`config.mk`:
```
export PLATFORM = sky130hd
export DESIGN_NAME = process_queue_remove_longest
export DESIGN_NICKNAME = d
export VERILOG_FILES = /design/src/sv/prq_pkg.sv /design/src/sv/prq_cell.sv /design/src/sv/process_queue_remove_longest.sv
export SDC_FILE = /design/constraint.sdc
export NUM_CORES = 2
export LEC_CHECK = 0
export ABC_AREA = 1
export BUFFER_PORTS_ARGS = -buffer_cell sky130_fd_sc_hd__buf_2
export CAP_MARGIN = 10
export CORE_MARGIN = 8
export CORE_UTILIZATION = 40
export DETAILED_ROUTE_END_ITERATION = 10
export HOLD_SLACK_MARGIN = 0.1
export PLACE_DENSITY = 0.55
export RECOVER_POWER = 25
export SYNTH_ARGS = -nofsm -noshare
export SYNTH_HDL_FRONTEND = slang
export SYNTH_SLANG_ARGS = --single-unit
```
`constraint.sdc`:
```
create_clock -name clk -period 4.3 [get_ports clk]
set_input_delay 0.215 -clock clk [delete_from_list [all_inputs] [get_ports clk]]
set_output_delay 0.215 -clock clk [all_outputs]
set_load 0.03 [all_outputs]
```
`src/sv/prq_pkg.sv`:
```
`default_nettype none

package prq_pkg;

    localparam int DEFAULT_QUEUE_DEPTH = 16;

    localparam logic [1:0] CMD_APPEND = 2'd0;
    localparam logic [1:0] CMD_INSERT = 2'd1;
    localparam logic [1:0] CMD_POP    = 2'd2;
    localparam logic [1:0] CMD_REMOVE = 2'd3;

    localparam logic [1:0] STATUS_OK    = 2'd0;
    localparam logic [1:0] STATUS_EMPTY = 2'd1;
    localparam logic [1:0] STATUS_FULL  = 2'd2;

    localparam logic [1:0] OP_HOLD      = 2'd0;
    localparam logic [1:0] OP_WRITE     = 2'd1;
    localparam logic [1:0] OP_SHIFT_IN  = 2'd2;
    localparam logic [1:0] OP_SHIFT_OUT = 2'd3;

    typedef struct packed {
        logic [1:0]  cmd;
        logic [15:0] proc_id;
        logic [7:0]  proc_priority;
        logic [15:0] run_time;
    } cmd_item_t;

    typedef struct packed {
        logic [1:0]  status;
        logic [15:0] removed_id;
        logic [4:0]  entry_count;
    } res_item_t;

    typedef struct packed {
        logic [15:0] proc_id;
        logic [7:0]  proc_priority;
        logic [15:0] run_time;
    } slot_t;

    typedef struct packed {
        logic [1:0] op;
        slot_t      slot;
    } cell_ctl_t;

    typedef struct packed {
        logic        tok;
        logic        have;
        logic [15:0] run_time;
        logic [15:0] proc_id;
    } scan_t;

endpackage

`default_nettype wire

```
`src/sv/prq_cell.sv`:
```
`default_nettype none

module prq_cell
    import prq_pkg::*;
#(
    parameter int QUEUE_DEPTH = DEFAULT_QUEUE_DEPTH,
    parameter int CELL_IDX    = 0,
    localparam int IDX_W = (QUEUE_DEPTH > 1) ? $clog2(QUEUE_DEPTH) : 1,
    localparam int CNT_W = $clog2(QUEUE_DEPTH + 1)
)
(
    input  wire logic             clk,
    input  wire logic             rst_n,
    input  wire cell_ctl_t        ctl,
    input  wire logic [IDX_W-1:0] ctl_idx,
    input  wire logic [CNT_W-1:0] occ,
    input  wire slot_t            prev_slot,
    input  wire slot_t            next_slot,
    output slot_t                 slot,
    input  wire scan_t            scan_in,
    input  wire logic [IDX_W-1:0] scan_idx_in,
    output scan_t                 scan_out,
    output logic [IDX_W-1:0]      scan_idx_out
);

    localparam logic [IDX_W-1:0] MY_IDX = IDX_W'(CELL_IDX);
    localparam logic [CNT_W-1:0] MY_CNT = CNT_W'(CELL_IDX);

    slot_t            slot_reg;
    slot_t            slot_next;
    scan_t            scan_reg;
    scan_t            scan_next;
    logic [IDX_W-1:0] scan_idx_reg;
    logic [IDX_W-1:0] scan_idx_next;
    logic             occupied;

    assign occupied = MY_CNT < occ;

    always_comb
    begin
        slot_next = slot_reg;
        case (ctl.op)
            OP_WRITE:
            begin
                if (ctl_idx == MY_IDX)
                begin
                    slot_next = ctl.slot;
                end
            end
            OP_SHIFT_IN:
            begin
                slot_next = prev_slot;
            end
            OP_SHIFT_OUT:
            begin
                if (MY_IDX >= ctl_idx)
                begin
                    slot_next = next_slot;
                end
            end
            default:
            begin
                slot_next = slot_reg;
            end
        endcase
    end

    always_comb
    begin
        scan_next     = scan_in;
        scan_idx_next = scan_idx_in;
        if (scan_in.tok && occupied && (!scan_in.have || (slot_reg.run_time > scan_in.run_time)))
        begin
            scan_next.have     = 1'b1;
            scan_next.run_time = slot_reg.run_time;
            scan_next.proc_id  = slot_reg.proc_id;
            scan_idx_next      = MY_IDX;
        end
    end

    always_ff @(posedge clk)
    begin
        slot_reg     <= slot_next;
        scan_idx_reg <= scan_idx_next;
    end

    always_ff @(posedge clk or negedge rst_n)
    begin
        if (!rst_n)
        begin
            scan_reg <= '0;
        end
        else
        begin
            scan_reg <= scan_next;
        end
    end

    assign slot         = slot_reg;
    assign scan_out     = scan_reg;
    assign scan_idx_out = scan_idx_reg;

endmodule

`default_nettype wire

```
`src/sv/process_queue_remove_longest.sv`:
```
`default_nettype none

// Bounded queue of process records held in a row of QUEUE_DEPTH cells, head in cell 0.
// Append, insert at head and pop finish in the cycle they are accepted. Remove
// longest passes a search token down the cell row, one cell per cycle; when it
// leaves the last cell the queue closes the gap. Each result beat goes to an output
// register, or to one skid entry while the output beat still waits, so a command can
// be accepted while the previous result beat waits; commands are taken only while
// idle with the skid entry empty. Full inserts report status full; removals from an
// empty queue report status empty; removed_id is zero when nothing leaves.

module process_queue_remove_longest
    import prq_pkg::*;
#(
    parameter int QUEUE_DEPTH = DEFAULT_QUEUE_DEPTH
)
(
    input  wire logic      clk,
    input  wire logic      rst_n,
    input  wire logic      cmd_valid,
    output logic           cmd_ready,
    input  wire cmd_item_t cmd_item,
    output logic           res_valid,
    input  wire logic      res_ready,
    output res_item_t      res_item
);

    localparam int IDX_W = (QUEUE_DEPTH > 1) ? $clog2(QUEUE_DEPTH) : 1;
    localparam int CNT_W = $clog2(QUEUE_DEPTH + 1);

    localparam logic S_IDLE = 1'b0;
    localparam logic S_SCAN = 1'b1;

    logic             state_reg;
    logic             state_next;
    logic [CNT_W-1:0] occ_reg;
    logic [CNT_W-1:0] occ_next;

    logic             out_valid_reg;
    res_item_t        out_reg;
    logic             skid_valid_reg;
    res_item_t        skid_reg;

    logic             cmd_fire;
    logic             full;
    logic             empty;
    logic             res_push;
    res_item_t        res_new;
    logic             res_pop;

    cell_ctl_t        ctl;
    logic [IDX_W-1:0] ctl_idx;
    scan_t            scan_start;

    slot_t            slots    [QUEUE_DEPTH];
    scan_t            scans    [QUEUE_DEPTH];
    logic [IDX_W-1:0] scan_idxs[QUEUE_DEPTH];

    scan_t            scan_last;
    logic [IDX_W-1:0] scan_last_idx;

    assign scan_last     = scans[QUEUE_DEPTH-1];
    assign scan_last_idx = scan_idxs[QUEUE_DEPTH-1];

    assign cmd_ready = (state_reg == S_IDLE) && !skid_valid_reg;
    assign cmd_fire  = cmd_valid && cmd_ready;
    assign full      = occ_reg == CNT_W'(QUEUE_DEPTH);
    assign empty     = occ_reg == '0;

    always_comb
    begin
        state_next             = state_reg;
        occ_next               = occ_reg;
        ctl.op                 = OP_HOLD;
        ctl.slot.proc_id       = cmd_item.proc_id;
        ctl.slot.proc_priority = cmd_item.proc_priority;
        ctl.slot.run_time      = cmd_item.run_time;
        ctl_idx                = occ_reg[IDX_W-1:0];
        scan_start             = '0;
        res_push               = 1'b0;
        res_new.status         = STATUS_OK;
        res_new.removed_id     = '0;

        if (cmd_fire)
        begin
            unique case (cmd_item.cmd) inside
                CMD_APPEND, CMD_INSERT:
                begin
                    res_push = 1'b1;
                    if (full)
                    begin
                        res_new.status = STATUS_FULL;
                    end
                    else
                    begin
                        ctl.op   = (cmd_item.cmd == CMD_APPEND) ? OP_WRITE : OP_SHIFT_IN;
                        occ_next = occ_reg + CNT_W'(1);
                    end
                end
                CMD_POP:
                begin
                    res_push = 1'b1;
                    if (empty)
                    begin
                        res_new.status = STATUS_EMPTY;
                    end
                    else
                    begin
                        ctl.op             = OP_SHIFT_OUT;
                        ctl_idx            = '0;
                        res_new.removed_id = slots[0].proc_id;
                        occ_next           = occ_reg - CNT_W'(1);
                    end
                end
                default:
                begin
                    if (empty)
                    begin
                        res_push       = 1'b1;
                        res_new.status = STATUS_EMPTY;
                    end
                    else
                    begin
                        scan_start.tok = 1'b1;
                        state_next     = S_SCAN;
                    end
                end
            endcase
        end
        else if ((state_reg == S_SCAN) && scan_last.tok)
        begin
            ctl.op             = OP_SHIFT_OUT;
            ctl_idx            = scan_last_idx;
            res_push           = 1'b1;
            res_new.removed_id = scan_last.proc_id;
            occ_next           = occ_reg - CNT_W'(1);
            state_next         = S_IDLE;
        end

        res_new.entry_count = 5'(occ_next);
    end

    for (genvar g = 0; g < QUEUE_DEPTH; g++)
    begin : g_cell
        slot_t            prev_w;
        slot_t            next_w;
        scan_t            scan_in_w;
        logic [IDX_W-1:0] scan_idx_in_w;

        if (g == 0)
        begin : g_head
            assign prev_w        = ctl.slot;
            assign scan_in_w     = scan_start;
            assign scan_idx_in_w = '0;
        end
        else
        begin : g_body
            assign prev_w        = slots[g-1];
            assign scan_in_w     = scans[g-1];
            assign scan_idx_in_w = scan_idxs[g-1];
        end

        if (g == QUEUE_DEPTH - 1)
        begin : g_tail
            assign next_w = slots[g];
        end
        else
        begin : g_inner
            assign next_w = slots[g+1];
        end

        prq_cell #(
            .QUEUE_DEPTH (QUEUE_DEPTH),
            .CELL_IDX    (g)
        ) u_cell (
            .clk          (clk),
            .rst_n        (rst_n),
            .ctl          (ctl),
            .ctl_idx      (ctl_idx),
            .occ          (occ_reg),
            .prev_slot    (prev_w),
            .next_slot    (next_w),
            .slot         (slots[g]),
            .scan_in      (scan_in_w),
            .scan_idx_in  (scan_idx_in_w),
            .scan_out     (scans[g]),
            .scan_idx_out (scan_idxs[g])
        );
    end

    assign res_pop = out_valid_reg && res_ready;

    always_ff @(posedge clk or negedge rst_n)
    begin
        if (!rst_n)
        begin
            state_reg      <= S_IDLE;
            occ_reg        <= '0;
            out_valid_reg  <= 1'b0;
            skid_valid_reg <= 1'b0;
        end
        else
        begin
            state_reg <= state_next;
            occ_reg   <= occ_next;
            if (!out_valid_reg || res_pop)
            begin
                if (skid_valid_reg)
                begin
                    out_valid_reg  <= 1'b1;
                    skid_valid_reg <= res_push;
                end
                else
                begin
                    out_valid_reg <= res_push;
                end
            end
            else if (res_push)
            begin
                skid_valid_reg <= 1'b1;
            end
        end
    end

    always_ff @(posedge clk)
    begin
        if (!out_valid_reg || res_pop)
        begin
            if (skid_valid_reg)
            begin
                out_reg  <= skid_reg;
                skid_reg <= res_new;
            end
            else
            begin
                out_reg <= res_new;
            end
        end
        else if (res_push)
        begin
            skid_reg <= res_new;
        end
    end

    assign res_valid = out_valid_reg;
    assign res_item  = out_reg;

    a_skid_behind_out: assert property (@(posedge clk) disable iff (!rst_n)
        skid_valid_reg |-> out_valid_reg)
        else $error("skid entry held without an output beat");

    a_occ_bound: assert property (@(posedge clk) disable iff (!rst_n)
        occ_reg <= CNT_W'(QUEUE_DEPTH))
        else $error("occupancy beyond queue depth");

    a_scan_only_in_scan: assert property (@(posedge clk) disable iff (!rst_n)
        scan_last.tok |-> (state_reg == S_SCAN))
        else $error("search token left the row outside a search");

    a_insert_grows: assert property (@(posedge clk) disable iff (!rst_n)
        (cmd_fire && !full && ((cmd_item.cmd == CMD_APPEND) || (cmd_item.cmd == CMD_INSERT)))
        |=> (occ_reg == $past(occ_reg) + CNT_W'(1)))
        else $error("insert did not grow the queue");

    a_no_push_when_skid_full: assert property (@(posedge clk) disable iff (!rst_n)
        (skid_valid_reg && !res_pop) |-> !res_push)
        else $error("result beat lost while output stage full");

endmodule

`default_nettype wire
```
## Word level (Yosys, flattened, before mapping)

Index checks and enable logic that the tools add are counted.

| cells by class | value |
|---|---|
| bitwise gates (word level) | 1 |
| $add $sub $neg | 2 |
| equal/unequal tests | 55 |
| reduce and logical (&&, ||, !) cells | 95 |
| order comparisons | 46 |
| multiplexer cells | 106 |

Operator list:

| operator | count |
|---|---|
| one-hot mux 40 bit (3 select lines) | 15 |
| two-way mux 40 bit | 31 |
| two-way mux 33 bit | 15 |
| greater-than comparator 16 bit | 15 |
| two-way mux 23 bit | 4 |
| two-way mux 16 bit | 5 |
| one-hot mux 40 bit (2 select lines) | 1 |
| inequality test 2 x 1 -> 1 bit (second input constant) | 31 |
| AND reduction 3 bit | 16 |
| less-than comparator 4 x 5 -> 1 bit (first input constant) | 8 |
| logical AND 1 bit | 35 |
| == test 4 bit (second input constant) | 8 |
| greater-or-equal comparator 4 bit (first input constant) | 7 |
| less-than comparator 3 x 5 -> 1 bit (first input constant) | 4 |
| two-way mux 5 bit | 4 |
| zero test 1 bit | 17 |
| two-way mux 1 bit | 17 |
| == test 4 x 3 -> 1 bit (second input constant) | 4 |
| greater-or-equal comparator 3 x 4 -> 1 bit (first input constant) | 4 |
| logical OR 1 bit | 16 |
| two-way mux 2 bit | 8 |
| two-way mux 4 bit | 4 |
| less-than comparator 1 x 5 -> 1 bit (first input constant) | 2 |
| less-than comparator 2 x 5 -> 1 bit (first input constant) | 2 |
| other kinds (21) | 32 |

| word-level totals | value |
|---|---|
| output and inout bits | 25 |
| logic and storage cells | 440 |
| bits in registers | 1270 |

## Depth between registers and ports, before layout

| logic depth | value |
|---|---|
| depth in word-level cells | 8 |
| mapped depth | 17 |
| gate-level depth less buffers | 16 |

## Cells and area by module

Synthesis repeated with hierarchy kept, for this count alone.

| unflattened totals | value |
|---|---|
| cell total of the unflattened synthesis | 7504 |
| area total of the unflattened synthesis | 65555.4 sq um |

By module, submodules not included:

| module | cells each | area each (sq um) | times used |
|---|---|---|---|
| prq_cell at g_cell[0].u_cell | 448 | 4068.9 | 1 |
| prq_cell at g_cell[2].u_cell | 450 | 3945.0 | 1 |
| prq_cell at g_cell[15].u_cell | 450 | 3931.3 | 1 |
| prq_cell at g_cell[10].u_cell | 454 | 3930.0 | 1 |
| prq_cell at g_cell[9].u_cell | 451 | 3925.0 | 1 |
| prq_cell at g_cell[5].u_cell | 452 | 3918.8 | 1 |
| prq_cell at g_cell[13].u_cell | 452 | 3915.0 | 1 |
| prq_cell at g_cell[6].u_cell | 449 | 3915.0 | 1 |
| prq_cell at g_cell[12].u_cell | 450 | 3913.8 | 1 |
| prq_cell at g_cell[4].u_cell | 449 | 3911.3 | 1 |
| prq_cell at g_cell[8].u_cell | 448 | 3911.3 | 1 |
| prq_cell at g_cell[1].u_cell | 447 | 3906.2 | 1 |
| prq_cell at g_cell[3].u_cell | 450 | 3906.2 | 1 |
| prq_cell at g_cell[14].u_cell | 450 | 3898.7 | 1 |
| 3 more rows | n/a | n/a | n/a |

## Worst setup path before layout

No wires, ideal clock.

| path | value |
|---|---|
| kind | register -> register |
| from | reg skid_valid_reg |
| to | reg g_cell[8].u_cell.slot_reg, in the netlist g_cell[8].u_cell.slot[0], enable pin |
| library setup time | 470 ps |
| stages on the path, launching flop included | 11 |
| arrival time | 4012 ps |
| slack | -182 ps |
| path through | dfrtp_1 > buf_2 > nor2_2 > nand2_1 > inv_2 > o21ai_0 > nand2_1 > inv_1 > nor2_1 > nand2_1 > a21boi_0 |

| between the ends | value |
|---|---|
| longest elaborated chain between the ends | 7 |

RTL lines:

| element | line | RTL |
|---|---|---|
| from (decl) | process_queue_remove_longest.sv:41 | `logic skid_valid_reg;` |
| from (signal assigned) | process_queue_remove_longest.sv:211 | `skid_valid_reg <= res_push;` |
| zero test 1 bit * | process_queue_remove_longest.sv:65 | `assign cmd_ready = (state_reg == S_IDLE) && !skid_valid_reg;` |
| logical AND 1 bit * | process_queue_remove_longest.sv:65 |  |
| net cmd_ready | process_queue_remove_longest.sv:21 | `output logic cmd_ready,` |
| logical AND 1 bit * | process_queue_remove_longest.sv:66 | `assign cmd_fire = cmd_valid && cmd_ready;` |
| two-way mux 4 bit or two-way mux 2 bit (tied branches) | process_queue_remove_longest.sv:84 | `if (cmd_fire)` |
| greater-or-equal comparator 4 bit (tied with other cells) | prq_cell.sv:56 | `if (MY_IDX >= ctl_idx)` |
| inequality test 2 x 1 -> 1 bit (no line) or nonzero test 3 bit (tied branches) | n/a |  |
| AND reduction 3 bit (no line) * | n/a |  |
| to (signal assigned) | prq_cell.sv:83 | `slot_reg <= slot_next;` |
| to (decl) | prq_cell.sv:29 | `slot_t slot_reg;` |

The timed path passes the listed nets; every way through them passes the cells marked *.
A chain may end at the register's enable or synchronous reset.

## Worst setup path after layout

| path | value |
|---|---|
| from | reg occ_reg[4] |
| to | reg g_cell[9].u_cell.slot_reg, in the netlist g_cell[9].u_cell.slot[8], enable pin |

| between the ends | value |
|---|---|
| longest elaborated chain between the ends | 7 |

RTL lines:

| element | line | RTL |
|---|---|---|
| from (decl) | process_queue_remove_longest.sv:36 | `logic [CNT_W-1:0] occ_reg;` |
| from (signal assigned) | process_queue_remove_longest.sv:205 | `occ_reg <= occ_next;` |
| zero test 5 bit or == test 5 bit (tied branches) | process_queue_remove_longest.sv:68, process_queue_remove_longest.sv:67 |  |
| two-way mux 4 bit (tied with other cells) | process_queue_remove_longest.sv:103 | `if (empty)` |
| two-way mux 4 bit or one-hot mux 2 bit (2 select lines) (tied branches) | process_queue_remove_longest.sv:86 | `unique case (cmd_item.cmd) inside` |
| two-way mux 4 bit or two-way mux 2 bit (tied branches) | process_queue_remove_longest.sv:84 |  |
| greater-or-equal comparator 4 bit (tied with other cells) | prq_cell.sv:56 |  |
| inequality test 2 x 1 -> 1 bit (no line) or nonzero test 3 bit (tied branches) | n/a |  |
| AND reduction 3 bit (no line) * | n/a |  |
| to (signal assigned) | prq_cell.sv:83 |  |
| to (decl) | prq_cell.sv:29 |  |

Every way passes the cells marked *; elsewhere a longest branch is shown, timed or not.

==> impl_metrics.py <==
metrics = {
    "yosys": {
        "synth.top_cell.area_share": 0.311,
        "synthesis.area_sq_um": 53900,
        "ys_seq_elements": 1142,
        "synth_area_leaders": "edfxtp_1 31%, dfrtp_1 25%, nand2_1 17%",
        "synth_common_cells": "2375 x nand2_1, 896 x nand3_1, 558 x edfxtp_1, 535 x dfrtp_1, 441 x inv_1",
        "synth_top_area_cell": "edfxtp_1",
        "ys_seq_area_frac": 0.577,
        "synth.avg_cell_area_sq_um": 9.09,
        "ys_warn_count": 0,
        "syn_nets": 6226,
        "synth_async_sr_flop_share": 0.468,
        "synth_flop_cell": "edfxtp_1",
        "synth.most_common_cell": "nand2_1",
        "synth_edf_count": 558,
        "synth.distinct_cells": 47,
        "netlist_instances": 5935,
    },
    "power_and_ir_drop": {
        "power_density_nw_per_um2": 366,
        "leakage_nw": 26.8,
        "peakVddDrop_mv": 0.310,
        "power_w": 0.0221,
    },
    "clock_tree": {
        "cts_hold_buf": 37,
        "clk_path_buf_depth": 3,
        "cts_buffers": 121,
        "cts.repair.resized": 0,
        "cts_tree": "yes",
        "cts.sink_count": 1142,
        "cts-root-buf": "clkbuf_16",
        "clkTransAtPathRegs_ns": 0.06,
        "h-tree-depth": 3,
        "clock_latency_ns": 0.75,
        "cts_setup_buffers": 0,
    },
    "floorplanning": {
        "start_util": 0.404,
        "io_pins": 71,
        "die_area_sq_um": 147000,
        "fp.coreArea_sq_um": 134000,
        "die_width_um": 383,
        "die_h_um": 383,
        "row_count": 134,
    },
    "placement": {
        "post-place-ws_ns": 1.01,
        "port_buffers": 62,
        "placed_area_sq_um": 56300,
        "dp_hpwl_um": 111000,
        "gp_congestion": 0.842,
    },
    "cells_and_area": {
        "drive_gt1_frac": 0.0683,
        "fin_nets": 6276,
        "area_growth_pct": 12.2,
        "largest_reg_flops": 527,
        "stdcell_area_sq_um": 60500,
        "fin_util": 0.453,
    },
    "sta": {
        "worst_slew_pin_slew_ns": 2.89,
        "fin_setup_tns_ns": 0,
        "slew_headroom": -0.926,
        "finClkSkew_ns": 0.0254,
        "fin_crit_sh": 0.774,
        "period_needed_ns": 3.33,
        "final-setup-viol-count": 0,
        "slew_violations": 86,
        "setup_slack_ns": 0.972,
        "rsz0062_at_grt": "false",
        "hold_viol": 0,
        "timing.fmax_mhz": 300,
    },
    "worst_hold_path": {
        "worstHoldStart": "cmd_item[8]",
        "min_path_type": "input pin to flip-flop",
        "holdPathStages": 3,
        "min_to": "g_cell[15].u_cell.slot[8]",
    },
    "global_route": {
        "grt_max_degree": 112,
        "overflow": 0,
        "antenna_found_initial": 8,
        "grt_pass1_wl_um": 247000,
        "grt_usage": 0.216,
        "grt_pass1_vias": 40579,
    },
    "status": {
        "violations": "max-capacitance violations, max-slew violations",
        "status": "finished with violations",
    },
    "job": {
        "cap_violations": 1,
    },
    "worst_setup_path": {
        "crit_type": "flip-flop to flip-flop",
        "r2r_end": "g_cell[9].u_cell.slot[8]",
        "end_kind": "flip-flop",
        "r2r-start": "occ_reg[4]",
        "reg2reg_depth": 13,
        "crit_required_ns": 4.67,
        "start_kind": "flip-flop",
        "worstPathMaxFanout": 32,
        "rrSetupSlack_ns": 0.97,
        "worstPathArrival_ns": 3.70,
    },
    "route": {
        "drc": 0,
        "avgRoutedWirePerCell_um": 20.4,
        "viasPerCell": 5.22,
        "initialDrtViolationCount": 3891,
        "wl_um": 161000,
        "dr_total_vias": 41028,
        "ant_nets": 0,
        "first_pass_iters": 6,
    },
}
-- kinds of logic (layout without fill, tap and decap cells) --
family	after synthesis	count (layout)	share of synthesized area
simple gates	3494	3494	0.268
compound gates	300	300	0.0348
flops	1142	1142	0.577
other cells	0	4	0
fa+ha+maj	245	245	0.0568
xor+xnor	4	4	0.000650
buf+inv	750	909	0.0623
-- worst max-delay path, stage by stage (launching register included) --
cell      delay, ns
dfrtp_1        0.52
nor2_1         0.39
nand2_1        0.19
nor2_1         0.24
ha_1           0.19
nand2_1        0.05
o211ai_1       0.10
nand2_1        0.22
inv_1          0.15
nand2_1        0.06
o21ai_0        0.25
nand2_1        0.09
inv_1          0.05
buf_4          0.41
-- through the flow --
step	hold slack, ns	std cells
2_1_floorplan	-0.0806	5935
3_3_place_gp	0.332	7593
3_5_place_dp	0.346	7593
4_1_cts	0.117	7862
5_1_grt	0.155	7863
6_report	0.180	7866
-- metal layers --
metal / routed length, um / GRT usage
met5: 0 / 0
met4: 4020 / 0.0646
met3: 11700 / 0.0331
met2: 71500 / 0.336
met1: 73400 / 0.311
-- worst max path at each step --
stage / startpoint / to / cells after the start
2_1_floorplan: occ_reg[1] / g_cell[7].u_cell.slot[0] / 11
3_3_place_gp: occ_reg[4] / g_cell[9].u_cell.slot[8] / 13
3_5_place_dp: occ_reg[4] / g_cell[9].u_cell.slot[8] / 13
4_1_cts: occ_reg[4] / g_cell[9].u_cell.slot[13] / 13
5_1_grt: occ_reg[4] / g_cell[9].u_cell.slot[12] / 13
6_report: occ_reg[4] / g_cell[9].u_cell.slot[8] / 13
-- layout make-up --
type	count	area, sq um
inverter	456	1730
multi-input combinational	4043	19600
clock inverter	48	384
timing repair buffer	221	1980
tap	1768	2210
sequential	1142	31100
clock buffer	184	3480
fill	12897	73100
antenna	4	10.0
-- layout by cell type (no fill, tap or decap), drive strengths merged, types with 17 or more instances in the layout --
master       instances
clkinv              45
inv                455
edfxtp             558
buf                158
dfxtp               49
nand3              898
ha                 245
dfrtp              535
o21ai               92
nand2             2383
nand4               17
o211ai              68
nor2               167
a21oi              102
clkbuf             210
dlygate4sd3         37
-- where the power goes --
group / leakage [nW] / internal, W / switching [W]
combinational: 12.0 / 0.000134 / 0.000350
sequential: 12.9 / 0.0115 / 0.00000000000000000130
clock: 1.90 / 0.00577 / 0.00443
No activity file was read; power rests on OpenSTA's default activity.
